<file path="config.mk">
export PLATFORM = sky130hd
export DESIGN_NAME = rc4_reseeding_random_generator_unit
export DESIGN_NICKNAME = d
export VERILOG_FILES = /design/src/rtl/rrg_pkg.sv /design/src/rtl/rrg_front.sv /design/src/rtl/rrg_outq.sv /design/src/rtl/rrg_core.sv /design/src/rtl/rc4_reseeding_random_generator_unit.sv
export SDC_FILE = /design/constraint.sdc
export NUM_CORES = 2
export LEC_CHECK = 0
export ABC_AREA = 0
export BUFFER_PORTS_ARGS = -buffer_cell sky130_fd_sc_hd__buf_4
export CORE_ASPECT_RATIO = 1.4
export CORE_MARGIN = 2
export CORE_UTILIZATION = 60
export CTS_CLUSTER_DIAMETER = 40
export DETAILED_ROUTE_END_ITERATION = 8
export PLACE_DENSITY = 0.78
export SLEW_MARGIN = 10
export SYNTH_ARGS = -nofsm -noshare
export SYNTH_HDL_FRONTEND = slang
export SYNTH_HIERARCHICAL = 1
export SYNTH_SLANG_ARGS = --single-unit
</file>
<file path="constraint.sdc">
create_clock -name clk -period 20.7 [get_ports clk]
set_clock_uncertainty 0.1 [all_clocks]
set_input_delay 3.105 -clock clk [delete_from_list [all_inputs] [get_ports clk]]
set_output_delay 3.105 -clock clk [all_outputs]
set_load 0.01 [all_outputs]
</file>
<file path="src/rtl/rrg_pkg.sv">
package rrg_pkg;

    // Input mode codes.
    localparam logic [2:0] MODE_KEY  = 3'd0;
    localparam logic [2:0] MODE_W32  = 3'd1;
    localparam logic [2:0] MODE_W64  = 3'd2;
    localparam logic [2:0] MODE_RUN  = 3'd3;
    localparam logic [2:0] MODE_TICK = 3'd4;

    // Configuration register indexes.
    localparam logic [1:0] CFG_MAX_RUNS = 2'd0;
    localparam logic [1:0] CFG_INTERVAL = 2'd1;
    localparam logic [1:0] CFG_DISCARD  = 2'd2;

    // Configuration reset values.
    localparam logic [15:0] MAX_RUNS_RST = 16'd16384;
    localparam logic [15:0] INTERVAL_RST = 16'd300;
    localparam logic [11:0] DISCARD_RST  = 12'd3072;

    localparam logic [16:0] RUN_COUNT_MAX = 17'h1FFFF;

    typedef enum logic [2:0] {
        KIND_KEY,
        KIND_TICK,
        KIND_W32,
        KIND_W64,
        KIND_RUN
    } kind_t;

    typedef struct packed {
        kind_t       kind;
        logic [7:0]  key_byte;
        logic        key_last;
        logic [6:0]  count;
    } cmd_t;

    typedef struct packed {
        logic [63:0] value;
        logic        last;
        logic        restirred;
    } result_t;

    typedef enum logic [3:0] {
        ST_INIT,
        ST_IDLE,
        ST_REQ,
        ST_KS0,
        ST_KS1,
        ST_KS2,
        ST_KS3,
        ST_B0,
        ST_B1,
        ST_B2,
        ST_B3,
        ST_B4,
        ST_B5,
        ST_FIN
    } state_t;

endpackage

</file>
<file path="src/rtl/rrg_front.sv">
module rrg_front #(
    parameter int MAX_BYTE_RUN = 64
) (
    input  logic            clk,
    input  logic            rst_n,
    input  logic            in_accept,
    input  logic [2:0]      mode,
    input  logic [7:0]      key_byte,
    input  logic            key_last,
    input  logic [6:0]      byte_count,
    output logic            q_full,
    output logic            cmd_valid,
    input  logic            cmd_ready,
    output rrg_pkg::cmd_t   cmd
);
    import rrg_pkg::*;

    localparam logic [6:0] RUN_MAX = 7'(MAX_BYTE_RUN);

    cmd_t       slot_reg [2];
    logic       wr_ptr_reg;
    logic       rd_ptr_reg;
    logic [1:0] cnt_reg;
    cmd_t       cls;
    logic       cls_ok;
    logic       do_push;
    logic       do_pop;

    // Classify the incoming item; unused modes are dropped.
    always_comb
    begin
        cls.key_byte = key_byte;
        cls.key_last = key_last;
        cls.kind     = KIND_KEY;
        cls_ok       = 1'b1;
        if (byte_count == 7'd0)
        begin
            cls.count = 7'd1;
        end
        else if (byte_count > RUN_MAX)
        begin
            cls.count = RUN_MAX;
        end
        else
        begin
            cls.count = byte_count;
        end
        unique case (mode)
            MODE_KEY:  cls.kind = KIND_KEY;
            MODE_W32:  cls.kind = KIND_W32;
            MODE_W64:  cls.kind = KIND_W64;
            MODE_RUN:  cls.kind = KIND_RUN;
            MODE_TICK: cls.kind = KIND_TICK;
            default:   cls_ok   = 1'b0;
        endcase
    end

    assign q_full    = (cnt_reg == 2'd2);
    assign cmd_valid = (cnt_reg != 2'd0);
    assign cmd       = slot_reg[rd_ptr_reg];
    assign do_push   = in_accept && cls_ok;
    assign do_pop    = cmd_valid && cmd_ready;

    // Command queue storage.
    always_ff @(posedge clk)
    begin
        if (do_push)
        begin
            slot_reg[wr_ptr_reg] <= cls;
        end
    end

    // Queue pointers and fill count.
    always_ff @(posedge clk or negedge rst_n)
    begin
        if (!rst_n)
        begin
            wr_ptr_reg <= 1'b0;
            rd_ptr_reg <= 1'b0;
            cnt_reg    <= 2'd0;
        end
        else
        begin
            if (do_push)
            begin
                wr_ptr_reg <= ~wr_ptr_reg;
            end
            if (do_pop)
            begin
                rd_ptr_reg <= ~rd_ptr_reg;
            end
            if (do_push && !do_pop)
            begin
                cnt_reg <= cnt_reg + 2'd1;
            end
            else if (do_pop && !do_push)
            begin
                cnt_reg <= cnt_reg - 2'd1;
            end
        end
    end

endmodule

</file>
<file path="src/rtl/rrg_outq.sv">
module rrg_outq (
    input  logic              clk,
    input  logic              rst_n,
    input  logic              push,
    input  rrg_pkg::result_t  din,
    output logic              full,
    input  logic              pop,
    output rrg_pkg::result_t  dout,
    output logic              empty
);
    import rrg_pkg::*;

    result_t    slot_reg [2];
    logic       wr_ptr_reg;
    logic       rd_ptr_reg;
    logic [1:0] cnt_reg;
    logic       do_push;
    logic       do_pop;

    assign full    = (cnt_reg == 2'd2);
    assign empty   = (cnt_reg == 2'd0);
    assign dout    = slot_reg[rd_ptr_reg];
    assign do_push = push && !full;
    assign do_pop  = pop && !empty;

    // Result storage.
    always_ff @(posedge clk)
    begin
        if (do_push)
        begin
            slot_reg[wr_ptr_reg] <= din;
        end
    end

    // Pointers and fill count.
    always_ff @(posedge clk or negedge rst_n)
    begin
        if (!rst_n)
        begin
            wr_ptr_reg <= 1'b0;
            rd_ptr_reg <= 1'b0;
            cnt_reg    <= 2'd0;
        end
        else
        begin
            if (do_push)
            begin
                wr_ptr_reg <= ~wr_ptr_reg;
            end
            if (do_pop)
            begin
                rd_ptr_reg <= ~rd_ptr_reg;
            end
            if (do_push && !do_pop)
            begin
                cnt_reg <= cnt_reg + 2'd1;
            end
            else if (do_pop && !do_push)
            begin
                cnt_reg <= cnt_reg - 2'd1;
            end
        end
    end

endmodule

</file>
<file path="src/rtl/rrg_core.sv">
module rrg_core #(
    parameter int KEY_BYTES = 32
) (
    input  logic              clk,
    input  logic              rst_n,
    input  logic              cmd_valid,
    input  rrg_pkg::cmd_t     cmd,
    output logic              cmd_ready,
    input  logic              res_full,
    output logic              res_push,
    output rrg_pkg::result_t  res,
    input  logic              cfg_valid,
    input  logic [1:0]        cfg_index,
    input  logic [15:0]       cfg_data,
    output logic              init_busy
);
    import rrg_pkg::*;

    localparam int KIW = (KEY_BYTES > 1) ? $clog2(KEY_BYTES) : 1;
    localparam int LW  = $clog2(KEY_BYTES + 1);
    localparam logic [LW-1:0] KEY_FULL = LW'(KEY_BYTES);

    // Permutation table and key store.
    logic [7:0]     perm_mem [256];
    logic [7:0]     key_mem  [KEY_BYTES];
    logic [7:0]     perm_q;
    logic [7:0]     key_q;

    state_t         state_reg;
    state_t         state_next;

    logic [15:0]    max_runs_reg;
    logic [15:0]    interval_reg;
    logic [11:0]    discard_reg;

    logic [7:0]     i_reg;
    logic [7:0]     j_reg;
    logic [7:0]     n_reg;
    logic [KIW-1:0] kidx_reg;
    logic [LW-1:0]  key_len_reg;
    logic [LW-1:0]  load_pos_reg;
    logic [16:0]    run_count_reg;
    logic [31:0]    uptime_reg;
    logic [31:0]    deadline_reg;
    logic           seeded_reg;
    logic           pend_reg;
    logic           disc_reg;
    logic           rs_reg;
    logic [12:0]    dcnt_reg;
    logic [6:0]     bcnt_reg;
    kind_t          kind_reg;
    logic [7:0]     a_reg;
    logic [7:0]     b_reg;
    logic [63:0]    wacc_reg;

    // Memory port controls.
    logic           p_re;
    logic [7:0]     p_ra;
    logic           p_we;
    logic [7:0]     p_wa;
    logic [7:0]     p_wd;
    logic           k_we;

    logic [7:0]     key_val;
    logic [7:0]     ks_j;
    logic [16:0]    rc_inc;
    logic [31:0]    age;
    logic           passed;
    logic           force_stir;
    logic [12:0]    disc_total;
    logic           out_step;
    logic [63:0]    wacc_next;

    // Request checks.
    assign rc_inc     = (run_count_reg < RUN_COUNT_MAX) ? run_count_reg + 17'd1 : run_count_reg;
    assign age        = uptime_reg - deadline_reg;
    assign passed     = (age != 32'd0) && !age[31];
    assign force_stir = (rc_inc > {1'b0, max_runs_reg}) || passed || !seeded_reg;
    assign disc_total = seeded_reg ? {1'b0, discard_reg} : {discard_reg, 1'b0};

    assign key_val    = (key_len_reg == '0) ? 8'd0 : key_q;
    assign ks_j       = j_reg + perm_q + key_val;
    assign wacc_next  = {perm_q, wacc_reg[63:8]};

    assign cmd_ready  = (state_reg == ST_IDLE);
    assign init_busy  = (state_reg == ST_INIT);
    assign out_step   = (state_reg == ST_B5) && !disc_reg && !res_full;

    // Words are emitted once their last byte is in; byte runs emit every byte.
    assign res_push   = out_step && ((kind_reg == KIND_RUN) || (bcnt_reg == 7'd1));

    // Result formatting.
    always_comb
    begin
        res.restirred = rs_reg;
        res.last      = 1'b1;
        unique case (kind_reg)
            KIND_W64: res.value = wacc_next;
            KIND_W32: res.value = {32'd0, wacc_next[63:32]};
            default:
            begin
                res.value = {56'd0, perm_q};
                res.last  = (bcnt_reg == 7'd1);
            end
        endcase
    end

    // Next state.
    always_comb
    begin
        state_next = state_reg;
        unique case (state_reg)
            ST_INIT:
            begin
                if (n_reg == 8'd255)
                begin
                    state_next = ST_IDLE;
                end
            end
            ST_IDLE:
            begin
                if (cmd_valid)
                begin
                    priority case (cmd.kind)
                        KIND_KEY:  state_next = cmd.key_last ? ST_KS0 : ST_IDLE;
                        KIND_TICK: state_next = ST_IDLE;
                        default:   state_next = ST_REQ;
                    endcase
                end
            end
            ST_REQ:  state_next = force_stir ? ST_KS0 : ST_B0;
            ST_KS0:  state_next = ST_KS1;
            ST_KS1:  state_next = ST_KS2;
            ST_KS2:  state_next = ST_KS3;
            ST_KS3:
            begin
                if (n_reg != 8'd255)
                begin
                    state_next = ST_KS0;
                end
                else if (disc_total == 13'd0)
                begin
                    state_next = ST_FIN;
                end
                else
                begin
                    state_next = ST_B0;
                end
            end
            ST_B0:   state_next = ST_B1;
            ST_B1:   state_next = ST_B2;
            ST_B2:   state_next = ST_B3;
            ST_B3:   state_next = ST_B4;
            ST_B4:   state_next = ST_B5;
            ST_B5:
            begin
                if (disc_reg)
                begin
                    state_next = (dcnt_reg == 13'd1) ? ST_FIN : ST_B0;
                end
                else if (!res_full)
                begin
                    state_next = (bcnt_reg == 7'd1) ? ST_IDLE : ST_B0;
                end
            end
            ST_FIN:  state_next = pend_reg ? ST_B0 : ST_IDLE;
            default: state_next = ST_IDLE;
        endcase
    end

    // Memory port controls per state.
    always_comb
    begin
        p_re = 1'b0;
        p_ra = 8'd0;
        p_we = 1'b0;
        p_wa = 8'd0;
        p_wd = 8'd0;
        k_we = 1'b0;
        unique case (state_reg)
            ST_INIT:
            begin
                p_we = 1'b1;
                p_wa = n_reg;
                p_wd = n_reg;
            end
            ST_IDLE:
            begin
                k_we = cmd_valid && (cmd.kind == KIND_KEY) && (load_pos_reg < KEY_FULL);
            end
            ST_KS0:
            begin
                p_re = 1'b1;
                p_ra = n_reg;
            end
            ST_KS1:
            begin
                p_re = 1'b1;
                p_ra = ks_j;
            end
            ST_KS2:
            begin
                p_we = 1'b1;
                p_wa = n_reg;
                p_wd = perm_q;
            end
            ST_KS3:
            begin
                p_we = 1'b1;
                p_wa = j_reg;
                p_wd = a_reg;
            end
            ST_B0:
            begin
                p_re = 1'b1;
                p_ra = i_reg + 8'd1;
            end
            ST_B1:
            begin
                p_re = 1'b1;
                p_ra = j_reg + perm_q;
            end
            ST_B2:
            begin
                p_we = 1'b1;
                p_wa = i_reg;
                p_wd = perm_q;
            end
            ST_B3:
            begin
                p_we = 1'b1;
                p_wa = j_reg;
                p_wd = a_reg;
            end
            ST_B4:
            begin
                p_re = 1'b1;
                p_ra = a_reg + b_reg;
            end
            default:
            begin
                p_re = 1'b0;
            end
        endcase
    end

    // Permutation table memory.
    always_ff @(posedge clk)
    begin
        if (p_we)
        begin
            perm_mem[p_wa] <= p_wd;
        end
        if (p_re)
        begin
            perm_q <= perm_mem[p_ra];
        end
    end

    // Key store memory.
    always_ff @(posedge clk)
    begin
        if (k_we)
        begin
            key_mem[load_pos_reg[KIW-1:0]] <= cmd.key_byte;
        end
        key_q <= key_mem[kidx_reg];
    end

    // Byte datapath registers.
    always_ff @(posedge clk)
    begin
        if (state_reg == ST_KS1 || state_reg == ST_B1)
        begin
            a_reg <= perm_q;
        end
        if (state_reg == ST_B2)
        begin
            b_reg <= perm_q;
        end
        if (out_step)
        begin
            wacc_reg <= wacc_next;
        end
    end

    // Configuration registers.
    always_ff @(posedge clk or negedge rst_n)
    begin
        if (!rst_n)
        begin
            max_runs_reg <= MAX_RUNS_RST;
            interval_reg <= INTERVAL_RST;
            discard_reg  <= DISCARD_RST;
        end
        else if (cfg_valid)
        begin
            priority case (cfg_index)
                CFG_MAX_RUNS: max_runs_reg <= cfg_data;
                CFG_INTERVAL: interval_reg <= cfg_data;
                CFG_DISCARD:  discard_reg  <= cfg_data[11:0];
                default:      max_runs_reg <= max_runs_reg;
            endcase
        end
    end

    // Control and generator state.
    always_ff @(posedge clk or negedge rst_n)
    begin
        if (!rst_n)
        begin
            state_reg     <= ST_INIT;
            i_reg         <= 8'd0;
            j_reg         <= 8'd0;
            n_reg         <= 8'd0;
            kidx_reg      <= '0;
            key_len_reg   <= '0;
            load_pos_reg  <= '0;
            run_count_reg <= 17'd0;
            uptime_reg    <= 32'd0;
            deadline_reg  <= 32'd0;
            seeded_reg    <= 1'b0;
            pend_reg      <= 1'b0;
            disc_reg      <= 1'b0;
            rs_reg        <= 1'b0;
            dcnt_reg      <= 13'd0;
            bcnt_reg      <= 7'd0;
            kind_reg      <= KIND_W32;
        end
        else
        begin
            state_reg <= state_next;
            unique case (state_reg)
                ST_INIT:
                begin
                    n_reg <= n_reg + 8'd1;
                end
                ST_IDLE:
                begin
                    if (cmd_valid)
                    begin
                        kind_reg <= cmd.kind;
                        pend_reg <= 1'b0;
                        priority case (cmd.kind)
                            KIND_KEY:
                            begin
                                if (cmd.key_last)
                                begin
                                    key_len_reg  <= k_we ? load_pos_reg + LW'(1)
                                                         : load_pos_reg;
                                    load_pos_reg <= '0;
                                    n_reg        <= 8'd0;
                                    kidx_reg     <= '0;
                                end
                                else if (k_we)
                                begin
                                    load_pos_reg <= load_pos_reg + LW'(1);
                                end
                            end
                            KIND_TICK: uptime_reg <= uptime_reg + 32'd1;
                            KIND_W32:  bcnt_reg   <= 7'd4;
                            KIND_W64:  bcnt_reg   <= 7'd8;
                            default:   bcnt_reg   <= cmd.count;
                        endcase
                    end
                end
                ST_REQ:
                begin
                    run_count_reg <= rc_inc;
                    rs_reg        <= force_stir;
                    pend_reg      <= force_stir;
                    disc_reg      <= 1'b0;
                    n_reg         <= 8'd0;
                    kidx_reg      <= '0;
                end
                ST_KS1:
                begin
                    j_reg <= ks_j;
                end
                ST_KS3:
                begin
                    n_reg <= n_reg + 8'd1;
                    if (LW'(kidx_reg) + LW'(1) == key_len_reg)
                    begin
                        kidx_reg <= '0;
                    end
                    else
                    begin
                        kidx_reg <= kidx_reg + KIW'(1);
                    end
                    dcnt_reg <= disc_total;
                    disc_reg <= 1'b1;
                end
                ST_B0:
                begin
                    i_reg <= i_reg + 8'd1;
                end
                ST_B1:
                begin
                    j_reg <= j_reg + perm_q;
                end
                ST_B5:
                begin
                    if (disc_reg)
                    begin
                        dcnt_reg <= dcnt_reg - 13'd1;
                    end
                    else if (!res_full)
                    begin
                        bcnt_reg <= bcnt_reg - 7'd1;
                    end
                end
                ST_FIN:
                begin
                    deadline_reg  <= uptime_reg + {16'd0, interval_reg};
                    run_count_reg <= 17'd0;
                    seeded_reg    <= 1'b1;
                    disc_reg      <= 1'b0;
                    pend_reg      <= 1'b0;
                end
                default:
                begin
                    n_reg <= n_reg;
                end
            endcase
        end
    end

endmodule

</file>
<file path="src/rtl/rc4_reseeding_random_generator_unit.sv">
// RC4 keystream generator with automatic reseeding. After reset the block
// loads the identity permutation into the table and holds full high meanwhile.
// Each keystream byte steps through states B0 to B5 on the permutation table
// (two dependent reads, two swap writes and the output read), and a request
// first passes dispatch in IDLE and the checks in REQ. A stir runs the key
// schedule over all 256 entries, then the discarded bytes (twice the discard
// count on the first stir), then a closing state.
// Ticks and key bytes other than the last are taken in the idle state.
// Commands wait in a two-entry queue and results in a two-entry queue, so
// either side may stall independently.
module rc4_reseeding_random_generator_unit #(
    parameter int KEY_BYTES    = 32,
    parameter int MAX_BYTE_RUN = 64
) (
    input  logic        clk,
    input  logic        rst_n,
    input  logic        push,
    output logic        full,
    input  logic [2:0]  mode,
    input  logic [7:0]  key_byte,
    input  logic        key_last,
    input  logic [6:0]  byte_count,
    output logic        empty,
    input  logic        pop,
    output logic [63:0] random_value,
    output logic        run_last,
    output logic        restirred,
    input  logic        cfg_valid,
    output logic        cfg_ready,
    input  logic [1:0]  cfg_index,
    input  logic [15:0] cfg_data
);
    import rrg_pkg::*;

    logic    q_full;
    logic    init_busy;
    logic    in_accept;
    logic    cmd_valid;
    logic    cmd_ready;
    cmd_t    cmd;
    logic    res_full;
    logic    res_push;
    result_t res;
    result_t res_out;

    assign full      = q_full || init_busy;
    assign in_accept = push && !full;
    assign cfg_ready = 1'b1;

    // Front end: classify and queue commands.
    rrg_front #(
        .MAX_BYTE_RUN (MAX_BYTE_RUN)
    ) u_front (
        .clk        (clk),
        .rst_n      (rst_n),
        .in_accept  (in_accept),
        .mode       (mode),
        .key_byte   (key_byte),
        .key_last   (key_last),
        .byte_count (byte_count),
        .q_full     (q_full),
        .cmd_valid  (cmd_valid),
        .cmd_ready  (cmd_ready),
        .cmd        (cmd)
    );

    // Back end: key schedule and keystream engine.
    rrg_core #(
        .KEY_BYTES (KEY_BYTES)
    ) u_core (
        .clk       (clk),
        .rst_n     (rst_n),
        .cmd_valid (cmd_valid),
        .cmd       (cmd),
        .cmd_ready (cmd_ready),
        .res_full  (res_full),
        .res_push  (res_push),
        .res       (res),
        .cfg_valid (cfg_valid),
        .cfg_index (cfg_index),
        .cfg_data  (cfg_data),
        .init_busy (init_busy)
    );

    // Result queue toward the consumer.
    rrg_outq u_outq (
        .clk   (clk),
        .rst_n (rst_n),
        .push  (res_push),
        .din   (res),
        .full  (res_full),
        .pop   (pop),
        .dout  (res_out),
        .empty (empty)
    );

    assign random_value = res_out.value;
    assign run_last     = res_out.last;
    assign restirred    = res_out.restirred;

endmodule

</file>
==> summary.txt <==
Finish
  – Layout cells sized above 1: 18.34%
  – Syn-to-layout area delta: 10.30%
  – Sequential cell area: 0.08200 mm2
  – Largest register FFs: between 2000 and 2500
  – Fill cells: 11940
  – Multi-input logic area: slightly above 0.03 mm2
  – Leading cell type in the layout, fill and taps excluded: edfxtp_1
  – Nets: between 7000 and 8000
  – Commonest non-fill, non-tap cells in the layout: 2554 x edfxtp_1, 881 x nand2_1, 522 x mux4_2, 478 x nor2_1, 288 x clkbuf_16

Yosys
  – Synth Area in Simple Gates: roughly 7.7%
  – Seq cells post-synth: about 2800
  – Mean Syn Cell Area: 16.59 um2
  – Post-synth EDFFs: 2554
  – Number of distinct standard cells referenced by the synthesized netlist: 97
  – Post-Synthesis Cell Area: around 0.11 mm2
  – XOR/XNOR Fraction of Synth Area: around 1.0%
  – Compound-gate portion of the synthesized area: just over 4%
  – Area contributors post-synth: edfxtp_1 67%, mux4_2 10%, dfrtp_1 4.3%
  – Yosys top cell area share: approximately two thirds
  – Synth Instances: approximately 6900
  – Adder-cell share of the synthesized area: 1.167%
  – Mux contribution to synthesized area: between 10% and 20%
  – Seq/Total Area, Yosys: 71.50%
  – Yosys top cell by area: edfxtp_1
  – Largest family of logic cells by synthesized area: multiplexers
  – Yosys warning total: 6
  – Syn_nets: approximately 7100
  – Synth async-reset ratio: about 7.4%
  – Post-synth top flop: edfxtp_1

Power
  – Net Switching: around 0.0022 W
  – Sequential Power Share: between 50% and 60%
  – Leakage: ~40 nW
  – Power per cell area: between 80 and 90 mW/mm2
  – Peak VDD IR: 0.06103 mV
  – Combinational power share: less than 1%
  – Switching Share: roughly a fifth
  – Int Pwr: a little under 0.009 W
  – Clock share of power: between 40% and 50%

Clock network
  – Post-CTS Setup Inserts: 0
  – Post-CTS Hold Fix Bufs: 0
  – Clock Tree Buf Depth: 4
  – # H-tree levels: 5
  – Clk_lat worst skew: slightly below 0.9 ns
  – Reg clk slew, reported paths: about 0.060 ns
  – CTS tree: yes
  – TritonCTS sink count: approximately 2800
  – Resized cells post-CTS: 0
  – CTS Root Cell: clkbuf_16
  – TritonCTS Buffers: between 200 and 300

Routing
  – DRC: 0
  – DR iter-0 viols: 8869
  – DR WL/cell: around 30 um
  – Drt total wl: roughly 290 mm
  – Routed vias/inst: a little under 7
  – Metal3 WL: 28.99 mm
  – Total number of vias: between 60000 and 70000
  – Met1 WL: roughly 99 mm
  – Pre-Repair DR Iteration Count: 6
  – Met2 routed WL: 145.5 mm
  – Number of routed nets with antenna violations: 0
  – Highest routed layer: met5

Critical path
  – Arr. time, crit path: just under 8 ns
  – Worst flop-to-flop path endpoint: u_core/perm_q[7]
  – Most used cell, CP: buf_4
  – Startpoint types: flop
  – Delay-heaviest family, CP: buffers and inverters
  – CP endpoint kind: flop
  – RR Startpoint: u_core/key_len_reg[2]
  – Slowest cell delay on critical path: 0.79 ns
  – R2R cell count: 19
  – R2R Setup Slk: between 10 and 15 ns
  – CP Cell Sequence: nor4_1 > nand2_1 > and2_1 > ha_1 > nand3b_1 > a21oi_2 > a41oi_4 > buf_4 > buf_4 > buf_4 > buf_4 > mux4_2 > nand2_1 > nand3_1 > nand2_1 > o22ai_1 > a221oi_1 > o211ai_1 > a21boi_0
  – Setup CP Type: flop to flop
  – CP Max Fanout: 42
  – Crit path max-delay cell type: buf_4
  – CP Buf/Inv Count: 4
  – Required time worst endpoint: around 21 ns

Timing
  – Post-route minimum period: roughly 7.5 ns
  – RSZ-0062 raised after global routing: false
  – Worst slew pin tran: 1.194 ns
  – Setup slack after layout: approximately 13 ns
  – Slew Viols, Final: 0
  – Final Hold Fails: 0
  – Final worst path period share: 36.29%
  – # setup viols final: 0
  – Fmax: about 130 MHz
  – Hold_ws: 0.3552 ns
  – Rel. slew slack: just over 20%
  – Setup TNS: 0 ns

Placed design
  – Routability cong.: between 0.9 and 1
  – Post-detail-place hpwl: between 150 and 200 mm
  – Worst slack, placed: around 13 ns
  – Buffers on Ports: between 100 and 150

Floorplanning
  – FP Rows: around 190
  – IO Pins: 111
  – Total die area: about 0.19 mm2
  – Die X-Extent: 373.5 um
  – Core area: 0.1897 mm2
  – Initial Util: between 60% and 70%
  – Die Span Y: roughly 520 um

Worst hold path
  – Hold Path Cell Cnt: 0
  – Min-Delay Path Class: flop to flop
  – Hold_sp: u_core/wacc_reg[26]
  – Hold Path Sink: u_core/wacc_reg[18]

Flow run
  – Max cap viols: 0

GRT
  – Gr ovfl total: 0
  – Largest net degree at the start of global routing: about 180
  – Tot GR Track Use: 30.10%
  – First-pass GRT wire length: 432.5 mm
  – Initial antenna violation count: 10
  – Vias in the first global route: approximately 66000

Outcome
  – Status: complete, no violations
routing by layer:
metal,GRT usage (%),vias up
met2,49.60,4141
met3,6.511,954
met4,19.72,14
met5,0,-
met1,36.14,33260
li1,-,27230
layout make-up:
type / instances / share of cell area, %
inverter: 103 / 0.3532
tap: 2483 / 2.456
clock buffer: 344 / 5.896
timing repair buffer: 209 / 1.315
sequential: 2767 / 64.83
multi-input combinational: 3671 / 24.03
clock inverter: 148 / 1.094
antenna: 12 / 0.02374
worst max-delay path by stage:
stage                           from               endpoint  slack (ns)  cells after the start
2_1_floorplan    u_core/state_reg[2]  u_outq/slot_reg[0][0]       11.74                      9
3_3_place_gp   u_core/key_len_reg[3]       u_core/perm_q[4]       13.22                     17
3_5_place_dp   u_core/key_len_reg[2]       u_core/perm_q[4]       13.15                     17
4_1_cts        u_core/key_len_reg[2]       u_core/perm_q[7]       13.09                     19
5_1_grt        u_core/key_len_reg[2]       u_core/perm_q[7]       12.76                     19
6_report       u_core/key_len_reg[2]       u_core/perm_q[7]       13.19                     19
synth_stat cells, types with 26 or more instances:
cell	n
edfxtp_1	2554
nand2_1	883
mux4_2	522
nor2_1	479
dfrtp_1	197
nand3_1	195
o21ai_0	178
and3_1	158
clkbuf_1	150
a21oi_1	121
inv_1	103
mux2_2	100
ha_1	99
mux2i_1	93
buf_2	87
a31oi_1	77
xnor2_1	71
buf_4	67
xor2_1	64
nor3_1	62
a311oi_1	36
nand4_1	36
buf_1	35
a211oi_1	33
buf_6	33
o22ai_1	31
mux2_4	30
nor4_1	26
through the flow:
stage / total power [W] / util [%] / cells / area, um2
2_1_floorplan: 0.006203 / - / 6914 / 114700
3_3_place_gp: 0.006234 / 62.00 / 9232 / 117600
3_5_place_dp: 0.006238 / 62.00 / 9232 / 117600
4_1_cts: 0.01109 / 66.66 / 9724 / 126400
5_1_grt: 0.01129 / 66.68 / 9729 / 126500
6_report: 0.01104 / 66.69 / 9737 / 126500
cell families (layout without fill, tap and decap cells):
family / after synthesis / count (layout)
AO/OA/AOI/OAI: 700 / 700
XOR/XNOR: 135 / 135
adder cells (fa/ha/maj): 104 / 104
buffers and inverters: 476 / 804
flip-flops: 2767 / 2767
multiplexers: 747 / 747
other: 1 / 13
AND/OR/NAND/NOR: 1984 / 1984
power groups by stage:
stage / Sequential [W] / Clock, W / Combinational [W]
after floorplan: 0.00616 / 0 / 0.0000434
after global placement: 0.00616 / 0 / 0.0000707
after detailed placement: 0.00616 / 0 / 0.0000737
after CTS: 0.00605 / 0.00497 / 0.0000748
after global routing: 0.00604 / 0.00517 / 0.0000833
final: 0.00605 / 0.00492 / 0.0000747
Note: power is estimated with default switching activity, not from simulation.
